$ cat src/lrpf_pkg.sv
// Shared types, constants and helpers for the page-layout line rasterizer.
// Used by the divider and the top level.
package lrpf_pkg;

   localparam int COORD_W = 18;   // working coordinate width, signed
   localparam int ACC_W   = 34;   // 16.16 accumulator with headroom
   localparam int ADDR_W  = 10;   // frame store byte address
   localparam int DEPTH   = 1024; // frame store bytes
   localparam int IDX_W   = 18;   // unclipped byte index width
   localparam int DIV_W   = 12;   // divider operand magnitude width
   localparam int QUOT_W  = 28;   // dividend and quotient width

   typedef logic signed [COORD_W-1:0] coord_type;
   typedef logic signed [ACC_W-1:0]   acc_type;

   typedef enum logic [1:0] {
      COLOUR_CLEAR  = 2'd0,
      COLOUR_SET    = 2'd1,
      COLOUR_INVERT = 2'd2,
      COLOUR_NONE   = 2'd3
   } colour_type;

   localparam logic CMD_DRAW = 1'b0;
   localparam logic CMD_READ = 1'b1;

   // Divider handshake
   typedef struct packed {
      logic              start;
      logic [DIV_W-1:0]  num;
      logic [DIV_W-1:0]  den;
   } div_req_type;

   typedef struct packed {
      logic              done;
      logic [QUOT_W-1:0] quot;
   } div_rsp_type;

   // Sign-extend a 12-bit endpoint coordinate
   function automatic coord_type sext12(input logic [11:0] v);
      sext12 = {{(COORD_W-12){v[11]}}, v};
   endfunction

   // Apply the colour operation to one stored byte
   function automatic logic [7:0] apply_colour(input logic [7:0] data,
                                              input logic [7:0] mask,
                                              input colour_type colour);
      case (colour)
         COLOUR_CLEAR:  apply_colour = data & ~mask;
         COLOUR_SET:    apply_colour = data | mask;
         COLOUR_INVERT: apply_colour = data ^ mask;
         default:       apply_colour = data;
      endcase
   endfunction

endpackage

$ cat src/lrpf_divider.sv
// Restoring divider, one quotient bit per cycle: (num << 16) / den, unsigned.
// Depends on lrpf_pkg.
module lrpf_divider (
   input  logic                  clock,
   input  logic                  reset,
   input  lrpf_pkg::div_req_type req,
   output lrpf_pkg::div_rsp_type rsp
);
   localparam int CNT_W = $clog2(lrpf_pkg::QUOT_W + 1);

   logic [lrpf_pkg::DIV_W-1:0]  rem_ff, rem_in;
   logic [lrpf_pkg::QUOT_W-1:0] quo_ff, quo_in;
   logic [lrpf_pkg::DIV_W-1:0]  den_ff, den_in;
   logic [CNT_W-1:0]            cnt_ff, cnt_in;
   logic                        busy_ff, busy_in;
   logic                        done_ff, done_in;
   logic [lrpf_pkg::DIV_W:0]    shifted;
   logic [lrpf_pkg::DIV_W+1:0]  diff;

   // One trial subtraction per cycle
   always_comb begin
      shifted = {rem_ff, quo_ff[lrpf_pkg::QUOT_W-1]};
      diff    = {1'b0, shifted} - {2'b00, den_ff};
      rem_in  = rem_ff;
      quo_in  = quo_ff;
      den_in  = den_ff;
      cnt_in  = cnt_ff;
      busy_in = busy_ff;
      done_in = 1'b0;
      if (req.start) begin
         rem_in  = '0;
         quo_in  = {req.num, 16'h0000};
         den_in  = req.den;
         cnt_in  = CNT_W'(lrpf_pkg::QUOT_W);
         busy_in = 1'b1;
      end else if (busy_ff) begin
         if (!diff[lrpf_pkg::DIV_W+1]) begin
            rem_in = diff[lrpf_pkg::DIV_W-1:0];
            quo_in = {quo_ff[lrpf_pkg::QUOT_W-2:0], 1'b1};
         end else begin
            rem_in = shifted[lrpf_pkg::DIV_W-1:0];
            quo_in = {quo_ff[lrpf_pkg::QUOT_W-2:0], 1'b0};
         end
         cnt_in = cnt_ff - 1'b1;
         if (cnt_ff == CNT_W'(1)) begin
            busy_in = 1'b0;
            done_in = 1'b1;
         end
      end
   end

   always_ff @(posedge clock) begin
      if (reset) begin
         busy_ff <= 1'b0;
         done_ff <= 1'b0;
         cnt_ff  <= '0;
      end else begin
         busy_ff <= busy_in;
         done_ff <= done_in;
         cnt_ff  <= cnt_in;
      end
      rem_ff <= rem_in;
      quo_ff <= quo_in;
      den_ff <= den_in;
   end

   assign rsp.done = done_ff;
   assign rsp.quot = quo_ff;
endmodule
$ cat config.mk
export PLATFORM = sky130hd
export DESIGN_NAME = lrpf_divider
export DESIGN_NICKNAME = d
export VERILOG_FILES = /design/src/lrpf_pkg.sv /design/src/lrpf_divider.sv
export SDC_FILE = /design/constraint.sdc
export NUM_CORES = 1
export LEC_CHECK = 0
export ABC_AREA = 1
export BUFFER_PORTS_ARGS = -buffer_cell sky130_fd_sc_hd__buf_2
export CAP_MARGIN = 20
export CORE_ASPECT_RATIO = 2
export CORE_MARGIN = 3
export CORE_UTILIZATION = 45
export DETAILED_ROUTE_END_ITERATION = 8
export HOLD_SLACK_MARGIN = 0.08
export PLACE_DENSITY = 0.66
export SYNTH_ARGS = -nofsm -noshare
export SYNTH_HDL_FRONTEND = slang
export SYNTH_SLANG_ARGS = --single-unit
$ cat constraint.sdc
create_clock -name clock -period 1.99 [get_ports clock]
set_input_delay 0.2985 -clock clock [delete_from_list [all_inputs] [get_ports clock]]
set_output_delay 0.2985 -clock clock [all_outputs]
set_load 0.005 [all_outputs]
Word level (Yosys, flattened, before mapping) --
Cells that the tools add are included.
Word-level totals: logic and storage cells 25, output and inout bits 29, bits of input ports 27, bits in registers 59
Operators by class: bitwise logic cells 1, mux-type cells 10, add/subtract/negate cells 2, reduce and logical (&&, ||, !) cells 3, equal/unequal tests 1
Operators by type and width (number):
- 28-bit 2-to-1 mux | 2
- 13-bit by 12-bit subtractor with 14-bit output | 1
- 12-bit 2-to-1 mux | 1
- 5-bit 2-to-1 mux | 2
- 5-bit by 1-bit equality test with 1-bit output, second input constant | 1
- 1-bit 2-to-1 mux | 5
- 5-bit by 1-bit subtractor with 5-bit output, second input constant | 1
- 3-bit OR reduction | 1
- 2-bit nonzero test | 1
- 2-bit OR reduction | 1
- 1-bit inverter | 1

Logic depth before layout (Yosys ltp) --
word-level depth 4, mapped depth 12, depth with buffers taken out 12

Worst setup path before layout --
OpenSTA, ideal clock, no wires.
path kind reg-to-reg, start point reg quo_ff[27] (netlist bit), end point reg rem_ff[8] (netlist bit), library setup time 0.112 ns, cell stages (with the launch flop) 12, clock period less this slack 1.702 ns, arrival 1.590 ns, data required time 1.878 ns, setup slack 0.288 ns, buffers on the path 0, cell sequence edfxtp_1 > inv_1 > ha_1 > fa_1 > inv_1 > nand3_1 > nand3_1 > nand4_1 > nand3_1 > nand3_2 > nand2_1 > nand2_1
Between the ends: longest elaborated chain between the ends 2
Ends and longest elaborated chain:
- start, declared | RTL line lrpf_divider.sv:12 | logic [lrpf_pkg::QUOT_W-1:0] quo_ff, quo_in;
- start signal, assigned | RTL line lrpf_divider.sv:63 | quo_ff <= quo_in;
- 13-bit by 12-bit subtractor with 14-bit output | RTL line lrpf_divider.sv:23 | diff = {1'b0, shifted} - {2'b00, den_ff};
- 12-bit 2-to-1 mux | RTL line lrpf_divider.sv:37 | if (!diff[lrpf_pkg::DIV_W+1]) begin
- end signal, assigned | RTL line lrpf_divider.sv:62 | rem_ff <= rem_in;
- end, declared | RTL line lrpf_divider.sv:11 | logic [lrpf_pkg::DIV_W-1:0] rem_ff, rem_in;
No other way between the ends. A chain may end at the register's enable or synchronous reset.

Worst setup path in the final report --
start point reg rem_ff[8] (netlist bit), end point reg rem_ff[10] (netlist bit)
Between the ends: longest elaborated chain between the ends 2
Ends and longest elaborated chain (RTL line):
- 13-bit by 12-bit subtractor with 14-bit output | lrpf_divider.sv:23
- 12-bit 2-to-1 mux | lrpf_divider.sv:37
No other way between the ends.

==> impl_metrics.json <==
{
  "slew_viol_final": 0,
  "synth_fp_nets": 401,
  "overflow": 0,
  "syn_inst": 359,
  "worst-path-buf-inv": 2,
  "grt_pass1_wl_um": 11800,
  "fmax_mhz": 543,
  "avgRoutedWirePerCell_um": 14.0,
  "dp.cells": 499,
  "cts_buffers": 9,
  "cts_root_buffer": "clkbuf_16",
  "via_per_inst": 5.00,
  "path_delay_family": "simple AND/OR/NAND/NOR gates",
  "syn_area_um2": 3040,
  "async_flop_share_pct": 0,
  "syn_to_final_growth_pct": 22.8,
  "die_area_um2": 7840,
  "p_per_area_nw_per_um2": 836,
  "crit_type": "reg -> reg",
  "post_cts_buffers": 0,
  "min_to": "den_ff[5]$_DFFE_PP_",
  "setup_viol": 0,
  "hold_path_depth": 1,
  "die_w_um": 64.1,
  "cts.sinks": 59,
  "clk_latency_ps": 330,
  "fillers": 605,
  "timing.critical_path.mode_cell": "nand2_1",
  "gp_congestion": 0.917,
  "nets": 466,
  "fin_crit_ps": 1840,
  "grt_pass1_vias": 2694,
  "crit_chain": "ha_4 -> nand2_1 -> inv_1 -> nand2_2 -> inv_1 -> a21oi_4 -> nand2_8 -> nand2_1 -> nand2_1 -> o21ai_1 -> nand2_1",
  "ys_warn_count": 0,
  "maxSlewHeadroom_pct": 68.4,
  "drtIter0Drc": 111,
  "critPathMaxStageDelay_ps": 440,
  "hold_path_class": "in -> reg",
  "rr_endpoint": "rem_ff[10]$_SDFFE_PP0P_",
  "r2r_start": "rem_ff[8]$_SDFFE_PP0P_",
  "synthFlopType": "dfxtp_1",
  "start_util_pct": 47.4,
  "period_share_pct": 92.5,
  "dp_hpwl_um": 5380,
  "die_h_um": 122,
  "synth-seq-cells": 59,
  "dr.pass1.iters": 4,
  "status": "finished clean",
  "critPathArrivalTime_ps": 2060,
  "finalHoldViolCount": 0,
  "syn_avg_cell_area_um2": 8.47,
  "core_um2": 6410,
  "htree_levels": 3,
  "fin_skew_ps": 9.73,
  "cpMaxStageDelayCell": "dfxtp_1",
  "r2r_slack_ps": 150,
  "utilization_pct": 58.2,
  "ys_seq_area_share_pct": 46.7,
  "cp-end-kind": "flop",
  "worst_slew_pin_slew_ps": 473,
  "total_power_mw": 3.12,
  "grt_max_degree": 31,
  "cts.path.max_buffers": 2,
  "worstPathMaxFanout": 16,
  "place_area_um2": 3420,
  "critPathLaunchType": "flop",
  "vias": 2573,
  "totalWireLength_um": 7220,
  "clk_pin_slew_ps": 60,
  "r2r_cells": 11,
  "p_leak_nw": 1.81,
  "num_io_pins": 56,
  "min_from": "req[5]",
  "ir_drop_mv": 0.880,
  "io_buffers": 55,
  "rsz0062_at_grt": "false",
  "track_usage_pct": 19.8,
  "fp-row-count": 41,
  "fin_cells": 515,
  "drive_gt1_share_pct": 24.7,
  "cp.required_ps": 2210,
  "tritoncts": "built",
  "antenna_found_initial": 0,
  "synth_edf_count": 24,
  "yosysUniqueCellTypes": 36,
  "drv_cap": 0,
  "drc": 0,
  "setup_tns_ps": 0,
  "stdcell_area_um2": 3730,
  "diodes": 0,
  "ant_nets": 0
}
routing by layer:
metal	up-vias	GRT usage (%)	share of wire, %
met4	0	12.5	2.9
met2	58	36.2	56
li1	1295	-	-
met5	-	0	0
met1	1203	19.1	37
met3	17	5.59	3.8
where the power goes:
| part | internal, mW | leakage [nW] | switching, mW |
|---|---|---|---|
| logic | 0.123 | 1.15 | 0.188 |
| registers | 1.32 | 0.527 | 0.0272 |
| clock network | 0.948 | 0.138 | 0.515 |
| total | 2.39 | 1.81 | 0.729 |
Yosys cell counts (all sizes together), types with 2 or more instances:
cell type / n / share of area [%]
o21ai: 7 / 1.5
edfxtp: 24 / 24
a22o: 11 / 3.2
a21oi: 6 / 1.4
nor2: 25 / 3.9
buf: 6 / 1.6
nand2: 96 / 13
o22ai: 15 / 3.1
nand3b: 3 / 0.74
xnor2: 3 / 0.86
nand3: 30 / 6.3
dfxtp: 35 / 23
nand4: 4 / 0.82
clkbuf: 3 / 0.37
ha: 14 / 5.8
inv: 67 / 8.3
a31oi: 2 / 0.41
stage by stage:
| step | worst slack (ps) | hold slack (ps) |
|---|---|---|
| CTS | 32.8 | 134 |
| floorplan | 288 | 368 |
| global route | 2.95 | 132 |
| global placement | 90.8 | 456 |
| detailed placement | 45.1 | 467 |
| finish | 149 | 144 |
worst max path at each step:
stage | slack, ps | start | cells past startpoint | to
2_1_floorplan | 290 | quo_ff[27]$_DFFE_PP_ | 11 | rem_ff[8]$_SDFFE_PP0P_
3_3_place_gp | 90 | quo_ff[27]$_DFFE_PP_ | 11 | rem_ff[8]$_SDFFE_PP0P_
3_5_place_dp | 50 | quo_ff[27]$_DFFE_PP_ | 11 | rem_ff[8]$_SDFFE_PP0P_
4_1_cts | 30 | quo_ff[27]$_DFFE_PP_ | 11 | rem_ff[8]$_SDFFE_PP0P_
5_1_grt | 3 | den_ff[5]$_DFFE_PP_ | 11 | rem_ff[10]$_SDFFE_PP0P_
6_report | 150 | rem_ff[8]$_SDFFE_PP0P_ | 11 | rem_ff[10]$_SDFFE_PP0P_
area by class of cell:
type / count / area (um^2) / area share (%)
inverter: 68 / 255 / 6.83
timing repair buffer: 63 / 335 / 8.98
tap: 86 / 108 / 2.88
sequential: 59 / 1420 / 38.1
multi-input combinational: 223 / 1330 / 35.6
clock inverter: 7 / 58.8 / 1.57
clock buffer: 9 / 225 / 6.03
cells by family after synthesis:
family | synth area share, %
AOI/OAI and AO/OA | 10.5
xor gates and xnor gates | 1.15
adders and majority gates | 6.42
buffers and inverters | 10.4
DFF | 46.7
and+or+nand+nor | 24.7
cells in the final DEF, fill, tap and decap left out, drive strengths merged, types with 2 or more instances in the layout:
cell    netlist  layout
a21oi         6       6
nand2        96      96
clkinv        1       6
o22ai        15      15
dfxtp        35      35
clkbuf        3       9
nor2         25      25
a31oi         2       2
edfxtp       24      24
xnor2         3       3
o21ai         7       7
nand4         4       4
buf           6      63
nand3        30      30
nand3b        3       3
a22o         11      11
ha           14      14
inv          67      67
flip-flops by register name (all words and copies together), names as in the netlist:
signal and flops:
quo_ff 28, den_ff 12, rem_ff 12, cnt_ff 5, busy_ff 1, done_ff 1
timing repair:
action                     CTS  global route
setup endpoints to repair    0             4
hold buffers                 0             0
gates resized for setup      0             4
Power figures use the tool's default switching activity.
